**src/hdl/clms_pkg.sv**
```systemverilog
`timescale 1ns / 1ps
// shared types, codes and widths for the cpu load meter smoother
package clms_pkg;

    // field and register widths
    localparam int CPU_W      = 4;
    localparam int TICK_W     = 32;
    localparam int LEVEL_W    = 8;
    localparam int DECAY_W    = 16;
    localparam int CFG_IDX_W  = 1;
    localparam int CFG_DATA_W = 16;

    // datapath widths
    localparam int NUM_CTR  = 11;
    localparam int NUM_LVL  = 5;
    localparam int CTR_W    = 4;
    localparam int LVL_W    = 3;
    localparam int SUM_W    = 35;
    localparam int TOT_W    = 36;
    localparam int NUM_W    = 44;
    localparam int PROD_W   = 48;
    localparam int MUL_B_W  = 17;
    localparam int MUL_W    = TICK_W + MUL_B_W;
    localparam int QBITS    = 8;
    localparam int DCNT_W   = 3;

    localparam logic [MUL_B_W-1:0] ONE_Q16   = 17'd65536;
    localparam logic [LEVEL_W-1:0] LEVEL_MAX = 8'd255;

    // configuration register indexes
    localparam logic [CFG_IDX_W-1:0] REG_DECAY   = 1'd0;
    localparam logic [CFG_IDX_W-1:0] REG_INC_GFX = 1'd1;

    // counter slots
    localparam logic [CTR_W-1:0] CTR_IDLE       = 4'd0;
    localparam logic [CTR_W-1:0] CTR_USER       = 4'd1;
    localparam logic [CTR_W-1:0] CTR_KERNEL     = 4'd2;
    localparam logic [CTR_W-1:0] CTR_WAITING    = 4'd3;
    localparam logic [CTR_W-1:0] CTR_SXBRK      = 4'd4;
    localparam logic [CTR_W-1:0] CTR_INTR       = 4'd5;
    localparam logic [CTR_W-1:0] CTR_IO         = 4'd6;
    localparam logic [CTR_W-1:0] CTR_SWAP       = 4'd7;
    localparam logic [CTR_W-1:0] CTR_PIO        = 4'd8;
    localparam logic [CTR_W-1:0] CTR_GFXF       = 4'd9;
    localparam logic [CTR_W-1:0] CTR_GFXC       = 4'd10;
    localparam logic [CTR_W-1:0] CTR_FIRST_WAIT = CTR_IO;
    localparam logic [CTR_W-1:0] CTR_LAST       = CTR_GFXC;

    // level slots
    localparam logic [LVL_W-1:0] LVL_USER = 3'd0;
    localparam logic [LVL_W-1:0] LVL_SYS  = 3'd1;
    localparam logic [LVL_W-1:0] LVL_INTR = 3'd2;
    localparam logic [LVL_W-1:0] LVL_IO   = 3'd3;
    localparam logic [LVL_W-1:0] LVL_GFX  = 3'd4;

    // microcode
    localparam int OP_W = 4;
    localparam int JC_W = 3;
    localparam int PC_W = 5;

    typedef logic [OP_W-1:0] op_t;
    typedef logic [JC_W-1:0] jc_t;
    typedef logic [PC_W-1:0] pc_t;

    localparam op_t OP_NOP      = 4'd0;
    localparam op_t OP_IDLE     = 4'd1;
    localparam op_t OP_RD       = 4'd2;
    localparam op_t OP_MUL_OLD  = 4'd3;
    localparam op_t OP_MUL_NEW  = 4'd4;
    localparam op_t OP_TOT_LOAD = 4'd5;
    localparam op_t OP_TOT_ADD  = 4'd6;
    localparam op_t OP_DIV_INIT = 4'd7;
    localparam op_t OP_DIV_STEP = 4'd8;
    localparam op_t OP_DONE     = 4'd9;

    // branch kinds: IF jumps to target or falls through, WAIT holds until true
    localparam jc_t JC_NEXT       = 3'd0;
    localparam jc_t JC_GOTO       = 3'd1;
    localparam jc_t JC_IF_CTR     = 3'd2;
    localparam jc_t JC_IF_DIV     = 3'd3;
    localparam jc_t JC_IF_GFX     = 3'd4;
    localparam jc_t JC_WAIT_START = 3'd5;
    localparam jc_t JC_WAIT_OUT   = 3'd6;

    localparam pc_t PC_IDLE = 5'd0;

    typedef struct packed {
        op_t                op;
        jc_t                jc;
        pc_t                target;
        logic [CTR_W-1:0]   ctr_sel;
        logic [LVL_W-1:0]   lvl_sel;
    } ctrl_t;

    typedef struct packed {
        logic start;
        logic ctr_more;
        logic div_more;
        logic gfx_on;
        logic out_free;
    } cond_t;

endpackage

```
**src/hdl/clms_seq.sv**
```systemverilog
`timescale 1ns / 1ps
// microcode sequencer: step counter, control rom and branch logic
module clms_seq (
    input  logic            clk,
    input  logic            rst_n,
    input  clms_pkg::cond_t cond,
    output clms_pkg::ctrl_t ctrl
);
    import clms_pkg::*;

    // step addresses
    localparam pc_t A_IDLE      = PC_IDLE;
    localparam pc_t A_RD        = 5'd1;
    localparam pc_t A_MUL_OLD   = 5'd2;
    localparam pc_t A_MUL_NEW   = 5'd3;
    localparam pc_t A_USER_TOT  = 5'd4;
    localparam pc_t A_USER_INIT = 5'd5;
    localparam pc_t A_USER_DIV  = 5'd6;
    localparam pc_t A_SYS_ADD0  = 5'd7;
    localparam pc_t A_SYS_ADD1  = 5'd8;
    localparam pc_t A_SYS_INIT  = 5'd9;
    localparam pc_t A_SYS_DIV   = 5'd10;
    localparam pc_t A_INTR_ADD  = 5'd11;
    localparam pc_t A_INTR_INIT = 5'd12;
    localparam pc_t A_INTR_DIV  = 5'd13;
    localparam pc_t A_IO_ADD0   = 5'd14;
    localparam pc_t A_IO_ADD1   = 5'd15;
    localparam pc_t A_IO_ADD2   = 5'd16;
    // gfx folded into io
    localparam pc_t A_NG_ADD0   = 5'd17;
    localparam pc_t A_NG_ADD1   = 5'd18;
    localparam pc_t A_NG_INIT   = 5'd19;
    localparam pc_t A_NG_DIV    = 5'd20;
    localparam pc_t A_NG_DONE   = 5'd21;
    // separate gfx level
    localparam pc_t A_G_IO_INIT = 5'd22;
    localparam pc_t A_G_IO_DIV  = 5'd23;
    localparam pc_t A_G_ADD0    = 5'd24;
    localparam pc_t A_G_ADD1    = 5'd25;
    localparam pc_t A_G_INIT    = 5'd26;
    localparam pc_t A_G_DIV     = 5'd27;
    localparam pc_t A_G_DONE    = 5'd28;

    localparam logic [CTR_W-1:0] NO_CTR = CTR_IDLE;
    localparam logic [LVL_W-1:0] NO_LVL = LVL_USER;

    function automatic ctrl_t uword(input op_t op, input jc_t jc, input pc_t tgt,
                                    input logic [CTR_W-1:0] csel,
                                    input logic [LVL_W-1:0] lsel);
        ctrl_t w;
        w.op      = op;
        w.jc      = jc;
        w.target  = tgt;
        w.ctr_sel = csel;
        w.lvl_sel = lsel;
        return w;
    endfunction

    function automatic ctrl_t ucode_rom(input pc_t addr);
        ctrl_t w;
        unique case (addr)
            A_IDLE:      w = uword(OP_IDLE, JC_WAIT_START, A_RD, NO_CTR, NO_LVL);
            A_RD:        w = uword(OP_RD, JC_NEXT, A_IDLE, NO_CTR, NO_LVL);
            A_MUL_OLD:   w = uword(OP_MUL_OLD, JC_NEXT, A_IDLE, NO_CTR, NO_LVL);
            A_MUL_NEW:   w = uword(OP_MUL_NEW, JC_IF_CTR, A_RD, NO_CTR, NO_LVL);
            A_USER_TOT:  w = uword(OP_TOT_LOAD, JC_NEXT, A_IDLE, CTR_USER, NO_LVL);
            A_USER_INIT: w = uword(OP_DIV_INIT, JC_NEXT, A_IDLE, NO_CTR, NO_LVL);
            A_USER_DIV:  w = uword(OP_DIV_STEP, JC_IF_DIV, A_USER_DIV, NO_CTR, LVL_USER);
            A_SYS_ADD0:  w = uword(OP_TOT_ADD, JC_NEXT, A_IDLE, CTR_KERNEL, NO_LVL);
            A_SYS_ADD1:  w = uword(OP_TOT_ADD, JC_NEXT, A_IDLE, CTR_SXBRK, NO_LVL);
            A_SYS_INIT:  w = uword(OP_DIV_INIT, JC_NEXT, A_IDLE, NO_CTR, NO_LVL);
            A_SYS_DIV:   w = uword(OP_DIV_STEP, JC_IF_DIV, A_SYS_DIV, NO_CTR, LVL_SYS);
            A_INTR_ADD:  w = uword(OP_TOT_ADD, JC_NEXT, A_IDLE, CTR_INTR, NO_LVL);
            A_INTR_INIT: w = uword(OP_DIV_INIT, JC_NEXT, A_IDLE, NO_CTR, NO_LVL);
            A_INTR_DIV:  w = uword(OP_DIV_STEP, JC_IF_DIV, A_INTR_DIV, NO_CTR, LVL_INTR);
            A_IO_ADD0:   w = uword(OP_TOT_ADD, JC_NEXT, A_IDLE, CTR_IO, NO_LVL);
            A_IO_ADD1:   w = uword(OP_TOT_ADD, JC_NEXT, A_IDLE, CTR_SWAP, NO_LVL);
            A_IO_ADD2:   w = uword(OP_TOT_ADD, JC_IF_GFX, A_G_IO_INIT, CTR_PIO, NO_LVL);
            A_NG_ADD0:   w = uword(OP_TOT_ADD, JC_NEXT, A_IDLE, CTR_GFXF, NO_LVL);
            A_NG_ADD1:   w = uword(OP_TOT_ADD, JC_NEXT, A_IDLE, CTR_GFXC, NO_LVL);
            A_NG_INIT:   w = uword(OP_DIV_INIT, JC_NEXT, A_IDLE, NO_CTR, NO_LVL);
            A_NG_DIV:    w = uword(OP_DIV_STEP, JC_IF_DIV, A_NG_DIV, NO_CTR, LVL_IO);
            A_NG_DONE:   w = uword(OP_DONE, JC_WAIT_OUT, A_IDLE, NO_CTR, NO_LVL);
            A_G_IO_INIT: w = uword(OP_DIV_INIT, JC_NEXT, A_IDLE, NO_CTR, NO_LVL);
            A_G_IO_DIV:  w = uword(OP_DIV_STEP, JC_IF_DIV, A_G_IO_DIV, NO_CTR, LVL_IO);
            A_G_ADD0:    w = uword(OP_TOT_ADD, JC_NEXT, A_IDLE, CTR_GFXF, NO_LVL);
            A_G_ADD1:    w = uword(OP_TOT_ADD, JC_NEXT, A_IDLE, CTR_GFXC, NO_LVL);
            A_G_INIT:    w = uword(OP_DIV_INIT, JC_NEXT, A_IDLE, NO_CTR, NO_LVL);
            A_G_DIV:     w = uword(OP_DIV_STEP, JC_IF_DIV, A_G_DIV, NO_CTR, LVL_GFX);
            A_G_DONE:    w = uword(OP_DONE, JC_WAIT_OUT, A_IDLE, NO_CTR, NO_LVL);
            default:     w = uword(OP_NOP, JC_GOTO, A_IDLE, NO_CTR, NO_LVL);
        endcase
        return w;
    endfunction

    pc_t pc_reg;
    pc_t pc_next;
    pc_t pc_inc;

    assign ctrl   = ucode_rom(pc_reg);
    assign pc_inc = pc_reg + 5'd1;

    always_comb
    begin
        unique case (ctrl.jc)
            JC_NEXT:       pc_next = pc_inc;
            JC_GOTO:       pc_next = ctrl.target;
            JC_IF_CTR:     pc_next = cond.ctr_more ? ctrl.target : pc_inc;
            JC_IF_DIV:     pc_next = cond.div_more ? ctrl.target : pc_inc;
            JC_IF_GFX:     pc_next = cond.gfx_on ? ctrl.target : pc_inc;
            JC_WAIT_START: pc_next = cond.start ? ctrl.target : pc_reg;
            JC_WAIT_OUT:   pc_next = cond.out_free ? ctrl.target : pc_reg;
            default:       pc_next = PC_IDLE;
        endcase
    end

    always_ff @(posedge clk or negedge rst_n)
    begin
        if (!rst_n)
        begin
            pc_reg <= PC_IDLE;
        end
        else
        begin
            pc_reg <= pc_next;
        end
    end

endmodule

```
**config.mk**
```make
export PLATFORM = sky130hd
export DESIGN_NAME = clms_seq
export DESIGN_NICKNAME = d
export VERILOG_FILES = /design/src/hdl/clms_pkg.sv /design/src/hdl/clms_seq.sv
export SDC_FILE = /design/constraint.sdc
export NUM_CORES = 1
export LEC_CHECK = 0
export ABC_AREA = 1
export BUFFER_PORTS_ARGS = -buffer_cell sky130_fd_sc_hd__buf_2
export CAP_MARGIN = 20
export CORE_UTILIZATION = 50
export DETAILED_ROUTE_END_ITERATION = 8
export PLACE_DENSITY = 0.72
export RECOVER_POWER = 50
export SETUP_SLACK_MARGIN = 0.2
export SLEW_MARGIN = 20
export SYNTH_ARGS = -nofsm -noshare
export SYNTH_HDL_FRONTEND = slang
export SYNTH_SLANG_ARGS = --single-unit
```
**constraint.sdc**
```tcl
create_clock -name clk -period 2.09 [get_ports clk]
set_clock_uncertainty 0.05 [all_clocks]
set_input_delay 0.209 -clock clk [delete_from_list [all_inputs] [get_ports clk]]
set_output_delay 0.209 -clock clk [all_outputs]
set_load 0.01 [all_outputs]
```
Word level (Yosys, flattened, before mapping)
Memory sizes are Yosys's and may differ from the RTL's.
Cells that the tools add are included.
Widths: inputs -> output; s select.
{"block": "classes", "n_lt_le_gt_ge": 0, "div_mod_pow": 0, "eq_ne": 8, "multipliers": 0, "n_addsub": 1, "n_reduce_logical": 2, "mux": 6, "n_shift": 0, "bitwise_logic": 0}
{"cell": "$pmux 5 s7", "count": 1}
{"cell": "$mux 5", "count": 5}
{"cell": "$eq 3x3->1 const B", "count": 3}
{"cell": "$eq 3x2->1 const B", "count": 2}
{"cell": "$add 5x1->5 const B", "count": 1}
{"cell": "$ne 2x2->1 const B", "count": 2}
{"cell": "$eq 3x1->1 const B", "count": 1}
{"cell": "$logic_not 3->1", "count": 1}
{"cell": "$reduce_and 2->1", "count": 1}
{"block": "totals", "wordCells": 19, "n_memories": 1, "ram_bits": 0, "latchBits": 0, "ff_bits": 5, "mem_bits_ro": 608, "output_inout_bits": 19, "inputBits": 7}
{"memory": "(no name shown)", "depth": 32, "width": 19, "read_ports": 1, "rd_clocked_by_memory_dff": 0, "wr": 0, "line": "clms_seq.sv:61", "source": "unique case (addr)"}

Depth between registers and ports, before layout
Gate-level depths: netlist of the first run.
An unclocked memory read counts as a cell.
{"block": "logic_depth", "depth_word": 4, "mapped_depth": 16, "ltp_nobuf": 16}

Worst setup path before layout of the first run
No wires, ideal clock.
{"block": "synth_timing", "path_kind": "register -> register", "startpoint": "reg pc_reg[0]", "endpoint": "reg pc_reg[3]", "slack_ns": 0.027, "path_stages_with_launch": 14, "path_buffers": 1, "setup_time_ns": 0.065, "arrival_time_ns": 1.948, "t_required_ns": 1.975, "synth_period_minus_slack_ns": 2.063, "cell_sequence": "dfrtp_1 > inv_1 > ha_1 > nand3b_1 > nand2_1 > inv_2 > nand2_1 > nand2_1 > buf_4 > o21ai_2 > nand2_1 > nand3_1 > nand2_1 > nand2_1"}
{"block": "synth_between", "elab_chain_cells": 4}
{"element": "start: declaration", "line": "clms_seq.sv:96", "source": "pc_t pc_reg;"}
{"element": "start signal: assignment", "line": "clms_seq.sv:125", "source": "pc_reg <= pc_next;"}
{"element": "$mem_v2 32x19"}
{"element": "$eq 3x3->1", "line": "clms_seq.sv:105", "source": "unique case (ctrl.jc)"}
{"element": "$ne 2x2->1 (no source line)"}
{"element": "$reduce_and 2->1 (no source line)"}
Parallel ways exist; a longest one is shown, timed or not. The select of a mux whose other input is x is not followed.
A chain may end at the register's enable or synchronous reset.

Final worst setup path of the first run
{"block": "layout_timing", "startpoint": "reg pc_reg[0]", "endpoint": "reg pc_reg[0]"}
Same word-level chain as after synthesis.

==> results of run 1 <==
[worst min path at each step]
stage | slack (ps) | from | endpoint
final | 280 | cond[0] | pc_reg[4]$_DFFE_PN0P_
after global routing | 280 | cond[0] | pc_reg[4]$_DFFE_PN0P_
after CTS | 250 | rst_n | pc_reg[4]$_DFFE_PN0P_
after detailed placement | -20 | rst_n | pc_reg[2]$_DFFE_PN0P_
after global placement | -20 | rst_n | pc_reg[2]$_DFFE_PN0P_
after floorplan | -140 | rst_n | pc_reg[0]$_DFFE_PN0P_
[power by group through the flow]
| stage | clock [mW] | sequential, mW | combinational, mW |
|---|---|---|---|
| after floorplan | 0 | 0.186 | 1.51 |
| after global placement | 0 | 0.187 | 2.25 |
| after detailed placement | 0 | 0.191 | 2.26 |
| after CTS | 0.119 | 0.186 | 3.00 |
| after global routing | 0.124 | 0.197 | 3.61 |
| final | 0.117 | 0.193 | 3.43 |
[synth_stat cells, types with 3 or more instances]
cell / count
nand2_1: 109
nand3_1: 32
nor2_1: 21
o21ai_0: 17
inv_1: 16
nand4_1: 13
ha_1: 9
nand2_2: 6
dfrtp_1: 5
inv_2: 5
clkbuf_1: 4
nand3_2: 4
buf_2: 3
buf_6: 3
[timing repair]
action | 4_1_cts | 5_1_grt
setup endpoints to repair | 22 | 23
hold endpoints to repair | 5 | 0
gates cloned | 1 | 0
hold buffers | 1 | 0
setup buffers | 20 | 3
resized for setup | 72 | 30
pin swaps | 34 | 28
[worst reg2reg max path: cells and delay by family (launching register included)]
family | cells | cell delay (ps)
adders and majority gates | 2 | 390
buffers and inverters | 2 | 260
DFF | 1 | 430
and+or+nand+nor | 10 | 920
[through the flow]
stage | std cells | utilization | worst slack [ps] | hold slack [ps] | cell area, um2
finish | 370 | 0.8713 | -98.99 | 277.9 | 2424
global route | 370 | 0.8713 | -125.7 | 283.7 | 2424
CTS | 367 | 0.8210 | 70.95 | 252.6 | 2283
detailed placement | 341 | 0.6491 | -5.402 | -17.94 | 1805
global placement | 341 | 0.6491 | 12.89 | -22.95 | 1805
floorplan | 272 | - | 208.8 | -136.6 | 1508
[kinds of logic after synthesis]
| group | after synthesis | share of synthesized area |
|---|---|---|
| adders and majority gates | 9 | 0.07601 |
| DFF | 5 | 0.08446 |
| and+or+nand+nor | 192 | 0.5853 |
| buffers and inverters | 35 | 0.1149 |
| AOI/OAI and AO/OA | 31 | 0.1394 |
[cell type report]
class / instances / share of cell area
multi-input combinational: 232 / 0.6288
clock buffer: 4 / 0.01084
tap: 31 / 0.01600
sequential: 5 / 0.05318
timing repair buffer: 75 / 0.2494
inverter: 23 / 0.04182
[routing by layer]
metal | routed length (um) | global-route usage | up-vias
met3 | 752 | 0.05530 | 62
met2 | 3022 | 0.5983 | 201
li1 | - | - | 1031
met4 | 398 | 0.1254 | 0
met1 | 2405 | 0.5021 | 1056
met5 | 0 | 0 | -
==> results.md, run 1 <==
- The number of fillers in the final layout is 150.
- The area share of the largest cell type after synthesis is 0.2762.
- Summing over every cut layer, the via total after detailed routing is 2350.
- For the worst setup path, the data required time is 2160 ps.
- The critical path ends at pc_reg[0]$_DFFE_PN0P_.
- Setup repair after global routing could not meet its margin everywhere.
- Of the total power, combinational logic draws 0.917.
- At the later pin of the worst-skew pair, clock insertion delay measures 250 ps.
- The total wirelength of the detailed-routed design is 6580 um.
- In this run the remaining antenna-violating nets after routing total 0.
- The worst-case vdd ir drop is 1.596 mV.
- The min-delay analysis places its worst path in the category in2reg.
- The most critical setup path has its startpoint at pc_reg[0]$_DFFE_PN0P_.
- After layout, the design draws a total of 3.742 mW.
- The number of endpoints failing setup at the final stage is 3.
- The pin count of the biggest net entering global routing is 17.
- For this design the ratio of total power to cell area is 1544 nW/um2.
- The share of layout cells above drive strength 1 is 0.4631.
- The layout overhead on the synthesized area is 63.60%.
- The mean number of vias per cell is 6.351.
- The number of buffers added on ports is 25.
- The initial utilization of the core area, before any placement, comes to 0.5326.
- The violation count after the first detailed-route iteration is 301.
- The number of max-capacitance violations reported is 0.
- The H-tree level count is 1.
- Together, buffers and inverters on the worst path number 2.
- Leaving out fill and tap cells, the most frequent cell in the layout is nand2_1.
- The maximum fanout along the worst path is 4.
- For this run, the slowest stage of the critical path takes 430 ps.
- The clock slew seen by the registers of the worst setup and hold paths is 50 ps.
- The dominant synthesized flop cell is dfrtp_1.
- In this run the power spent charging and discharging nets is 2.051 mW.
- The synthesis warning total is 0.
- In this run the critical register-to-register path is captured at pc_reg[0]$_DFFE_PN0P_.
- Pin placement for this block handled 26 I/O pins.
- Internal power comes to 1.691 mW.
- The total negative slack for setup checks is -141.7 ps.
- TritonCTS built the clock tree.
- The per-cell routed wire length is 17.78 um.
- The tightest slew margin relative to the limit is 0.7402.
- The worst reg-to-reg setup slack is -100 ps.
- The number of optimization iterations in the first detailed-route pass is 5.
- The final count of hold timing violations is 0.
- The most frequent cell on the critical path is nand2_1.
- The critical path class is reg2reg.
- The area taken by flip-flops and latches is 128.9 um2.
- The antenna diode count is 0.
- After layout, the minimum clock period comes to 2189 ps.
- From bottom edge to top edge, the die measures 56.43 um.
- The cell type group with the largest total delay on the critical path is simple AND/OR/NAND/NOR gates.
- The floorplan core area is 2781 um2.
- Detailed placement ended at an HPWL of 3658 um.
- For this design the static power due to leakage is 1.259 nW.
- The worst register-to-register path begins at pc_reg[0]$_DFFE_PN0P_.
- The sequential cell fraction of total power is 0.051.
- For this run, the register share of the synthesized area comes to 0.08446.
- The total clock sinks is 5.
- The slew at the pin with the worst max-slew slack is 389.2 ps.
- A synthesized cell averages 5.446 um2.
- The share of total power dissipated in the clock network is 0.031.
- Counting flops with an async set or reset pin after synthesis yields a share of 1.000.
- The global-route wire length before repair is 9349 um.
- The number of synthesized register bits is 5.
- The distinct cell type count after synthesis is 32.
- Yosys attributes the largest share of cell area to nand2_1 28%, nand3_1 11%, dfrtp_1 8.4%.
- The area enclosed by the die boundary is 3184 um2.
- Measured in cells, the most critical reg-to-reg path has a length of 14.
- In the finished design, the share of the clock period the worst path needs comes to 1.047.
- The final-report max-slew violation count is 0.
- The maximum count of clock buffers along a single path is 2.
- The count of unresolved DRC violations after routing is 0.
- The critical path runs through a total of 14 cells.
- The cell with the largest stage delay on the worst path is dfrtp_2.
- The netlist area before placement is 1481 um2.
- The signal arrival time at the worst endpoint is 2260 ps.
- The count of flip-flops with a built-in enable after synthesis is 0.
- The initial antenna violation count was 0.
- The worst setup path is launched from a flop.
- The via count of the first global-routing pass is 1947.
- The cell row count is 19.
- Of the total power, the share spent switching nets is 0.5481.
- The width of the die is 56.43 um.
- The cell accounting for the most synthesized area is nand2_1.
- Clock tree synthesis selected as its root buffer the cell clkbuf_4.
- The final RePlAce weighted congestion is 0.9548.
- The cell depth of the worst min-delay path is 4.
- The total CTS buffers is 3.
- The final reports fail on negative setup slack.
- The overall fraction of global-route tracks in use is 0.3710.
- For this run the aggregate overflow at the end of global routing stands at 0.
- The final setup slack of the worst path is -98.99 ps.
- Traced cell by cell, the critical path runs through buf_6, ha_4, ha_4, nand2_4, buf_4, nand3_1, nand3_1, nand2_1, nand4_1, nand2_1, nor2_1, nand2_1, nand2_1, nand2_1.
- The flip-flop count of the largest register, all copies and words added is 5.
- Static timing analysis puts the maximum clock frequency at 456.8 MHz.
- For this run, the post-layout net count is 356.
- The run finished, with violations left.
- Synthesis produced 272 cells.
- The sort of element at the end of the critical path is a flop.
- The top cell types in the final layout, fill and taps aside, are 90 x nand2_1, 34 x buf_4, 27 x nand3_1.
- The area of the multi-input gates is 1524 um2.
- Synthesis produced a netlist with a net count of 288.
Note: power is estimated with default switching activity, not from simulation.
==> inputs of run 2 (changes only) <==
--- a/config.mk
+++ b/config.mk
@@ -6,11 +6,11 @@
 export NUM_CORES = 1
 export LEC_CHECK = 0
 export ABC_AREA = 1
-export BUFFER_PORTS_ARGS = -buffer_cell sky130_fd_sc_hd__buf_2
+export BUFFER_PORTS_ARGS = -buffer_cell sky130_fd_sc_hd__buf_4
 export CAP_MARGIN = 20
-export CORE_UTILIZATION = 50
+export CORE_UTILIZATION = 54
 export DETAILED_ROUTE_END_ITERATION = 8
-export PLACE_DENSITY = 0.72
+export PLACE_DENSITY = 0.74
 export RECOVER_POWER = 50
 export SETUP_SLACK_MARGIN = 0.2
 export SLEW_MARGIN = 20
==> constraint.sdc (replaced) <==
create_clock -name clk -period 2.6 [get_ports clk]
set_clock_uncertainty 0.05 [all_clocks]
set_input_delay 0.26 -clock clk [delete_from_list [all_inputs] [get_ports clk]]
set_output_delay 0.26 -clock clk [all_outputs]
set_load 0.01 [all_outputs]
==> run 2 against run 1 <==
Effect of this change:
- first-iteration DRC count is 62% lower
- design area is 29% lower
- critical path type is now reg2out
- sequential share of layout area is 2.0 points higher
- the flow now finishes without violations
==> results.md, run 2 (synthesized netlist as in run 1, its figures left out) <==
- Setup repair after global routing could not meet its margin everywhere.
- The violation count after the first detailed-route iteration is 115 (-62%).
- The total clock sinks is 5 (unchanged).
- The number of buffers added on ports is 25 (unchanged).
- The top-level port count is 26 (unchanged).
- The power density normalized to cell area is 1086 nW/um2 (-30%).
- The floorplan core area is 2545 um2 (-8.5%).
- The kind of start point of the critical path is a flop.
- The number of nets still failing antenna checks after routing is 0 (unchanged).
- The final period demand of the worst path is 2374 ps.
- The post-route total power is 1.862 mW (-50%).
- The final count of hold timing violations is 0 (unchanged).
- The final-report max-slew violation count is 0 (unchanged).
- The layout overhead on the synthesized area is 15.71%.
- The total CTS buffers is 3 (unchanged).
- The total negative slack for setup checks was 0 ps (+141.7 ps).
- The number of fillers in the final layout is 265 (+77%).
- The width of the die was 54.38 um (-3.6%).
- The initial antenna violation count was 0 (unchanged).
- The initial core utilization came to 0.5821 (+0.04949).
- The worst-case vdd ir drop is 0.7791 mV (-51%).
- The tree is rooted in a clkbuf_4.
- The clock latency at the later pin of the worst-skew pair is 240 ps (about the same).
- The sort of element at the end of the critical path is an output port.
- The maximum fanout along the worst path was 6 (+2).
- The data required time at the worst endpoint came to 2290 ps (+130 ps).
- The global route total overflow came to 0 (unchanged).
- The run finished with clean final reports.
- The H-tree level count is 1 (unchanged).
- The final layout net count is 314 (-12%).
- The per-cell routed wire length is 13.75 um (-23%).
- The antenna diode count is 0 (unchanged).
- The number of optimization iterations in the first detailed-route pass is 4 (-1).
- The total wirelength of the detailed-routed design is 4495 um (-32%).
- The final RePlAce weighted congestion is 0.9534 (-0.15%).
- The worst reg-to-reg setup slack came to 340 ps (+440 ps).
- Leaving out fill and tap cells, the most frequent cell in the layout is nand2_1.
- The mean number of vias per cell is 5.740 (-9.6%).
- The number of max-capacitance violations reported is 0 (unchanged).
- The worst reg-to-reg path cell count is 12 (-2).
- The cell area after placement is 1680 um2 (-6.9%).
- The maximum count of clock buffers along a single path is 2 (unchanged).
- The critical path starts at pc_reg[1]$_DFFE_PN0P_.
- The tightest slew margin relative to the limit is 0.7097 (-0.03047).
- The leakage component of the power was 0.9758 nW (-22%).
- The library cells used most frequently in the layout, excluding fill and tap cells, are 109 x nand2_1, 32 x nand3_1, 28 x buf_4.
- By startpoint and endpoint, the worst setup path is classified as reg2out.
- The flip-flop count of the largest register, all copies and words added is 5 (unchanged).
- The via count of the first global-routing pass came to 1478 (-24%).
- TritonCTS built the clock tree.
- The number of endpoints failing setup at the final stage was 0 (-3).
- The share of layout cells above drive strength 1 is 0.1987 (-0.2645).
- Following the worst setup path forward leads to its endpoint at ctrl[7].
- The pin count of the biggest net entering global routing is 21 (+4).
- The number of standard cells in the layout, taps in and fillers out came to 327 (-12%).
- The signal arrival time at the worst endpoint is 2060 ps (-200 ps).
- The maximum operating frequency is 421.2 MHz.
- The slew at the pin with the worst max-slew slack was 435.5 ps (+46.27 ps).
- The global-route wire length before repair was 7051 um (-25%).
- The endpoint of the worst-slack reg-to-reg timing path is pc_reg[0]$_DFFE_PN0P_.
- The cell row count came to 18 (-1).
- The post-DP HPWL came to 3459 um (-5.4%).
- The overall via count from detail_route is 1877 (-20%).
- The cell total after placement is 322 (-5.6%).
- The count of unresolved DRC violations after routing is 0 (unchanged).
- The share of the cycle needed by the critical path after routing is 0.9131.
- The area enclosed by the die boundary is 2957 um2 (-7.2%).
- The clock slew seen by the registers of the worst setup and hold paths is 40 ps (about the same).
- The path class of the tightest hold or removal check is in2reg.
- The overall fraction of global-route tracks in use is 0.3266 (-0.04435).
- The chip height was 54.38 um (-3.6%).
- In this run the critical register-to-register path is launched from pc_reg[1]$_DFFE_PN0P_.
- The total non-filler cell area in the finished layout is 1714 um2 (-29%).
[run 2: changes by cell type in the layout (fill, tap and decap cells not counted), moves of 6 or more]
cell / change
ha_1: +8
inv_1: +8
buf_6: -14
buf_4: -6
buf_2: -22
nand2_4: -9
nor2_4: -6
nor2_1: +6
o21ai_0: +6
ha_4: -7
nand2_2: -9
nand2_1: +19
[run 2: worst min path at each step]
stage / start / endpoint / slack, ps / cells after the start
6_report: cond[0] / pc_reg[3]$_DFFE_PN0P_ / 310 / 4
5_1_grt: cond[0] / pc_reg[1]$_DFFE_PN0P_ / 310 / 4
4_1_cts: rst_n / pc_reg[3]$_DFFE_PN0P_ / 310 / 2
3_5_place_dp: rst_n / pc_reg[4]$_DFFE_PN0P_ / 10 / 1
3_3_place_gp: rst_n / pc_reg[1]$_DFFE_PN0P_ / 10 / 1
2_1_floorplan: rst_n / pc_reg[0]$_DFFE_PN0P_ / -90 / 0
[run 2: through the flow]
step | worst slack [ps] | util | hold slack [ps]
after floorplan | 537.3 | - | -85.59
after global placement | 244.1 | 0.6603 | 13.88
after detailed placement | 250.9 | 0.6603 | 14.09
after CTS | 236.4 | 0.6745 | 307.0
after global routing | 113.8 | 0.6736 | 309.9
final | 226.0 | 0.6736 | 310.0
[run 2: where the power goes]
| part | total, mW | internal [mW] | switching [mW] | leakage (nW) |
|---|---|---|---|---|
| clock | 0.0883 | 0.0579 | 0.0304 | 0.0150 |
| sequential | 0.143 | 0.105 | 0.0382 | 0.0668 |
| combinational | 1.63 | 0.547 | 1.08 | 0.894 |
| total | 1.86 | 0.709 | 1.15 | 0.976 |
[run 2: worst max-delay path: stages (launching register included)]
cell     delay, ps
dfrtp_1        450
inv_1          160
ha_1           310
buf_4          170
nor2_1         180
nand2_1        120
a31oi_1        250
buf_4          180
[run 2: layout make-up]
class / count / area (um2) / area share
multi-input cells: 232 / 1199 / 0.6993
well taps: 30 / 37.54 / 0.02190
repair buffers: 33 / 235.2 / 0.1372
flip-flops and latches: 5 / 125.1 / 0.07299
clock buffers: 4 / 26.28 / 0.01533
inverters: 23 / 91.34 / 0.05328
[run 2: timing repair]
action	in CTS	in global routing
gates resized for setup	0	7
buffers inserted	0	0
hold buffers	1	0
hold endpoints to repair	5	0
setup endpoints to repair	0	8
[run 2: per-layer routing]
layer | global-route usage | routed length, um | part of all wire | up-vias
met3 | 0.03611 | 328 | 0.073 | 0
met1 | 0.4826 | 2108 | 0.47 | 835
met2 | 0.5081 | 2059 | 0.46 | 93
met4 | 0.05556 | 0 | 0 | 0
met5 | 0 | 0 | 0 | -
li1 | - | - | - | 949
==> inputs of run 3 (changes only) <==
--- a/config.mk
+++ b/config.mk
@@ -5,12 +5,11 @@
 export SDC_FILE = /design/constraint.sdc
 export NUM_CORES = 1
 export LEC_CHECK = 0
-export ABC_AREA = 1
 export BUFFER_PORTS_ARGS = -buffer_cell sky130_fd_sc_hd__buf_4
 export CAP_MARGIN = 20
 export CORE_UTILIZATION = 54
 export DETAILED_ROUTE_END_ITERATION = 8
-export PLACE_DENSITY = 0.74
+export PLACE_DENSITY = 0.75
 export RECOVER_POWER = 50
 export SETUP_SLACK_MARGIN = 0.2
 export SLEW_MARGIN = 20
==> run 3 against run 2 <==
Effect of this change:
- cell count is 20% lower
- core utilization is 16 points higher
- count of clock-buffer cells in the layout unchanged
- critical path depth grew 1
- flip-flop and latch count did not move
- combinational power is 45% higher
- critical path type unchanged
- critical endpoint is now ctrl[8]
- clock power grew 13%
- sequential share of layout area shrank 0.37 points
- synthesized area fell by 8.9%
- maximum frequency shrank 5.6%
==> results.md, run 3 <==
- The root cell of the clock tree is clkbuf_4.
- The antenna diode count is 0 (unchanged).
- The final count of hold timing violations is 0 (unchanged).
- The final period demand of the worst path is 2514 ps (+139.7 ps).
- The number of endpoints failing setup at the final stage is 0 (unchanged).
- The overall via count from detail_route is 1796 (-4.3%).
- The share of the cycle needed by the critical path after routing was 0.9668 (+0.05373).
- The netlist area before placement came to 1350 um2 (-8.9%).
- The H-tree level count is 1 (unchanged).
- The post-synthesis async set-or-reset flop share was 1.000 (unchanged).
- The total nets after synthesis is 197 (-32%).
- The number of nets still failing antenna checks after routing was 0 (unchanged).
- The floorplan core area was 2276 um2 (-11%).
- The count of unresolved DRC violations after routing is 0 (unchanged).
- The total wirelength of the detailed-routed design came to 5581 um (+24%).
- The critical path class is reg2out.
- The signal arrival time at the worst endpoint came to 2200 ps (+140 ps).
- The area enclosed by the die boundary was 2704 um2 (-8.5%).
- The post-route total power is 2.624 mW (+41%).
- The CTS tree is built.
- The initial antenna violation count came to 0 (unchanged).
- The number of optimization iterations in the first detailed-route pass is 5 (+1).
- The cell depth of the worst min-delay path was 3 (-1).
- The maximum fanout along the worst path was 10 (+4).
- The sort of element at the end of the critical path is an output port.
- The final RePlAce weighted congestion is 0.9906 (+3.9%).
- The number of instances in the synthesized netlist is 181 (-33%).
- The data required time at the worst endpoint is 2290 ps (about the same).
- The top cell types in the final layout, fill and taps aside, are 50 x buf_4, 17 x nor2_1, 15 x o21ai_0.
- The total CTS buffers is 3 (unchanged).
- The initial core utilization came to 0.5932 (+0.01108).
- The distinct cell type count after synthesis is 60 (+88%).
- The buffer and inverter count on the worst path is 4 (+1).
- In the post-synthesis netlist, the cell with the most instances is nor2_1.
- The pin count of the biggest net entering global routing is 23 (+9.5%).
- The via count of the first global-routing pass is 1459 (-1.3%).
- The path class of the tightest hold or removal check is in2reg.
- The synthesized design spends more area on one cell type than any other, namely dfrtp_1.
- The flow ran to the end, and the final reports show no timing, DRC or antenna violations.
- The count of flip-flops with a built-in enable after synthesis is 0 (unchanged).
- The width of the die is 52 um (-4.4%).
- The area share of the largest cell type after synthesis is 0.09268 (-0.1835).
- The clock latency at the later pin of the worst-skew pair was 260 ps (+20 ps).
- The delay of the slowest critical-path stage is 580 ps (+130 ps).
- In the synthesized netlist, the cells that appear most often are 18 x nor2_1, 16 x o21ai_0, 13 x a21oi_1, 10 x inv_1.
- The total negative slack for setup checks came to 0 ps (unchanged).
- The kind of start point of the critical path is a flop.
- Setup repair after global routing could not meet its margin everywhere.
- The number of synthesized register bits is 5 (unchanged).
- The cell with the largest stage delay on the worst path is dfrtp_1.
- The cell row count is 17 (-1).
- The post-DP HPWL is 3292 um (-4.8%).
- The final-report max-slew violation count came to 0 (unchanged).
- The per-cell routed wire length is 21.47 um (+56%).
- The share of layout cells above drive strength 1 came to 0.4009 (+0.2022).
- The number of max-capacitance violations reported is 0 (unchanged).
- The cell that appears most often on the critical path is buf_4.
- The chip height is 52 um (-4.4%).
- The leakage component of the power is 0.8147 nW (-17%).
- The tightest slew margin relative to the limit came to 0.5772 (-0.1325).
- The power density normalized to cell area is 1384 nW/um2 (+27%).
- The total clock sinks is 5 (unchanged).
- The worst-case vdd ir drop came to 1.052 mV (+35%).
- The layout overhead on the synthesized area is 40.41%.
- The number of buffers added on ports was 25 (unchanged).
- The final layout net count is 249 (-21%).
- The flip-flop count of the largest register, all copies and words added is 5 (unchanged).
- The number of fillers in the final layout is 148 (-44%).
- The violation count after the first detailed-route iteration came to 148 (+29%).
- Walking the worst path, the cells encountered are buf_4, inv_4, ha_1, o21ai_1, o22a_1, o21a_1, inv_1, buf_4.
- The kind of cell with the highest combined delay along the critical path is flip-flops.
- The worst reg-to-reg path cell count is 9 (-3).
- By area the synthesized netlist is led by dfrtp_1 9.3%, ha_1 8.3%, o21ai_0 5.9%.
- The global-route wire length before repair is 6927 um (-1.8%).
- The share of synthesized area occupied by flip-flops and latches is 0.09268 (+0.008219).
- The library cell used most frequently in the layout, excluding fill and tap cells, is buf_4.
- The mean instance size in the synthesized netlist came to 7.459 um2 (+37%).
- The maximum count of clock buffers along a single path is 2 (unchanged).
- In the synthesized netlist the dominant register cell turns out to be dfrtp_1.
- The synthesis warning total is 0 (unchanged).
- The top-level port count is 26 (unchanged).
- The clock slew seen by the registers of the worst setup and hold paths was 50 ps (about the same).
- The overall fraction of global-route tracks in use was 0.3530 (+0.02639).
- The number of stages on the worst setup path is 8 (+1).
- The mean number of vias per cell is 6.908 (+20%).
- The slew at the pin with the worst max-slew slack came to 632.3 ps (+196.8 ps).
- The maximum operating frequency came to 397.8 MHz (-5.6%).
- The global route total overflow is 0 (unchanged).
[run 3: cell count changes in the layout (fill, tap and decap cells not counted), sizes merged, moves of 4 or more]
cell and change:
a21oi +8, buf +26, inv -11, mux2i +5, nand2 -104, nand2b +4
nand3 -30, nand4 -13, nor2 -5, nor2b +6, nor3 +6
[run 3: cells by family after synthesis]
logic type | share of synthesized area
compound gates | 0.4171
simple gates | 0.2373
buf+inv | 0.08063
fa+ha+maj | 0.08341
mux | 0.07600
flops | 0.09268
xor+xnor | 0.01298
[run 3: worst paths after layout]
check / start / end / slack [ps]
setup / recovery: pc_reg[2]$_DFFE_PN0P_ / ctrl[8] / 90
setup reg to reg: pc_reg[1]$_DFFE_PN0P_ / pc_reg[1]$_DFFE_PN0P_ / 140
max in group asynchronous: rst_n / pc_reg[3]$_DFFE_PN0P_ / 1820
min in group asynchronous: rst_n / pc_reg[4]$_DFFE_PN0P_ / 370
hold / removal: cond[4] / pc_reg[2]$_DFFE_PN0P_ / 270
hold reg to reg: pc_reg[0]$_DFFE_PN0P_ / pc_reg[0]$_DFFE_PN0P_ / 640
[run 3: per-stage QoR]
step	utilization	area [um2]	hold WS, ps	cells	setup slack, ps
CTS	0.7449	1695	282.9	245	142.3
floorplan	-	1351	-85.59	181	245.1
detailed placement	0.7180	1634	22.91	239	153.2
finish	0.8329	1896	273.3	260	86.28
global route	0.8329	1896	275.9	260	2.683
global placement	0.7180	1634	20.51	239	195.5
[run 3: per-layer routing]
| metal | vias up | wire (um) | track usage |
|---|---|---|---|
| met5 | - | 0 | 0 |
| met4 | 0 | 349 | 0.1036 |
| met3 | 51 | 605 | 0.09357 |
| met2 | 166 | 2512 | 0.5406 |
| met1 | 801 | 2112 | 0.4780 |
| li1 | 778 | - | - |
[run 3: layout make-up]
type | count | area [um2] | area share
multi-input combinational | 152 | 1199 | 0.6323
timing repair buffer | 58 | 450.4 | 0.2376
sequential | 5 | 131.4 | 0.06931
inverter | 13 | 53.80 | 0.02838
tap | 28 | 35.03 | 0.01848
clock buffer | 4 | 26.28 | 0.01386
[run 3: what timing repair did]
| item | 4_1_cts | 5_1_grt |
|---|---|---|
| gates resized for setup | 9 | 19 |
| pin swaps | 0 | 4 |
| hold endpoints to repair | 5 | 0 |
| buffers inserted | 1 | 15 |
| endpoints found under the setup margin | 8 | 13 |
| hold buffers | 1 | 0 |
[run 3: worst register-to-register path: cells and delay by family, from the launching register on]
family / cells / cell delay [ps]
and+or+nand+nor: 2 / 330
adders and majority gates: 1 / 270
DFF: 1 / 410
buffers and inverters: 2 / 280
AOI/OAI and AO/OA: 4 / 1010
[run 3: power by group]
| group | internal [mW] | leakage (nW) | total [mW] | switching [mW] |
|---|---|---|---|---|
| clock | 0.0586 | 0.0150 | 0.100 | 0.0416 |
| combinational | 1.03 | 0.738 | 2.36 | 1.33 |
| sequential | 0.115 | 0.0612 | 0.165 | 0.0503 |
| total | 1.20 | 0.815 | 2.62 | 1.42 |
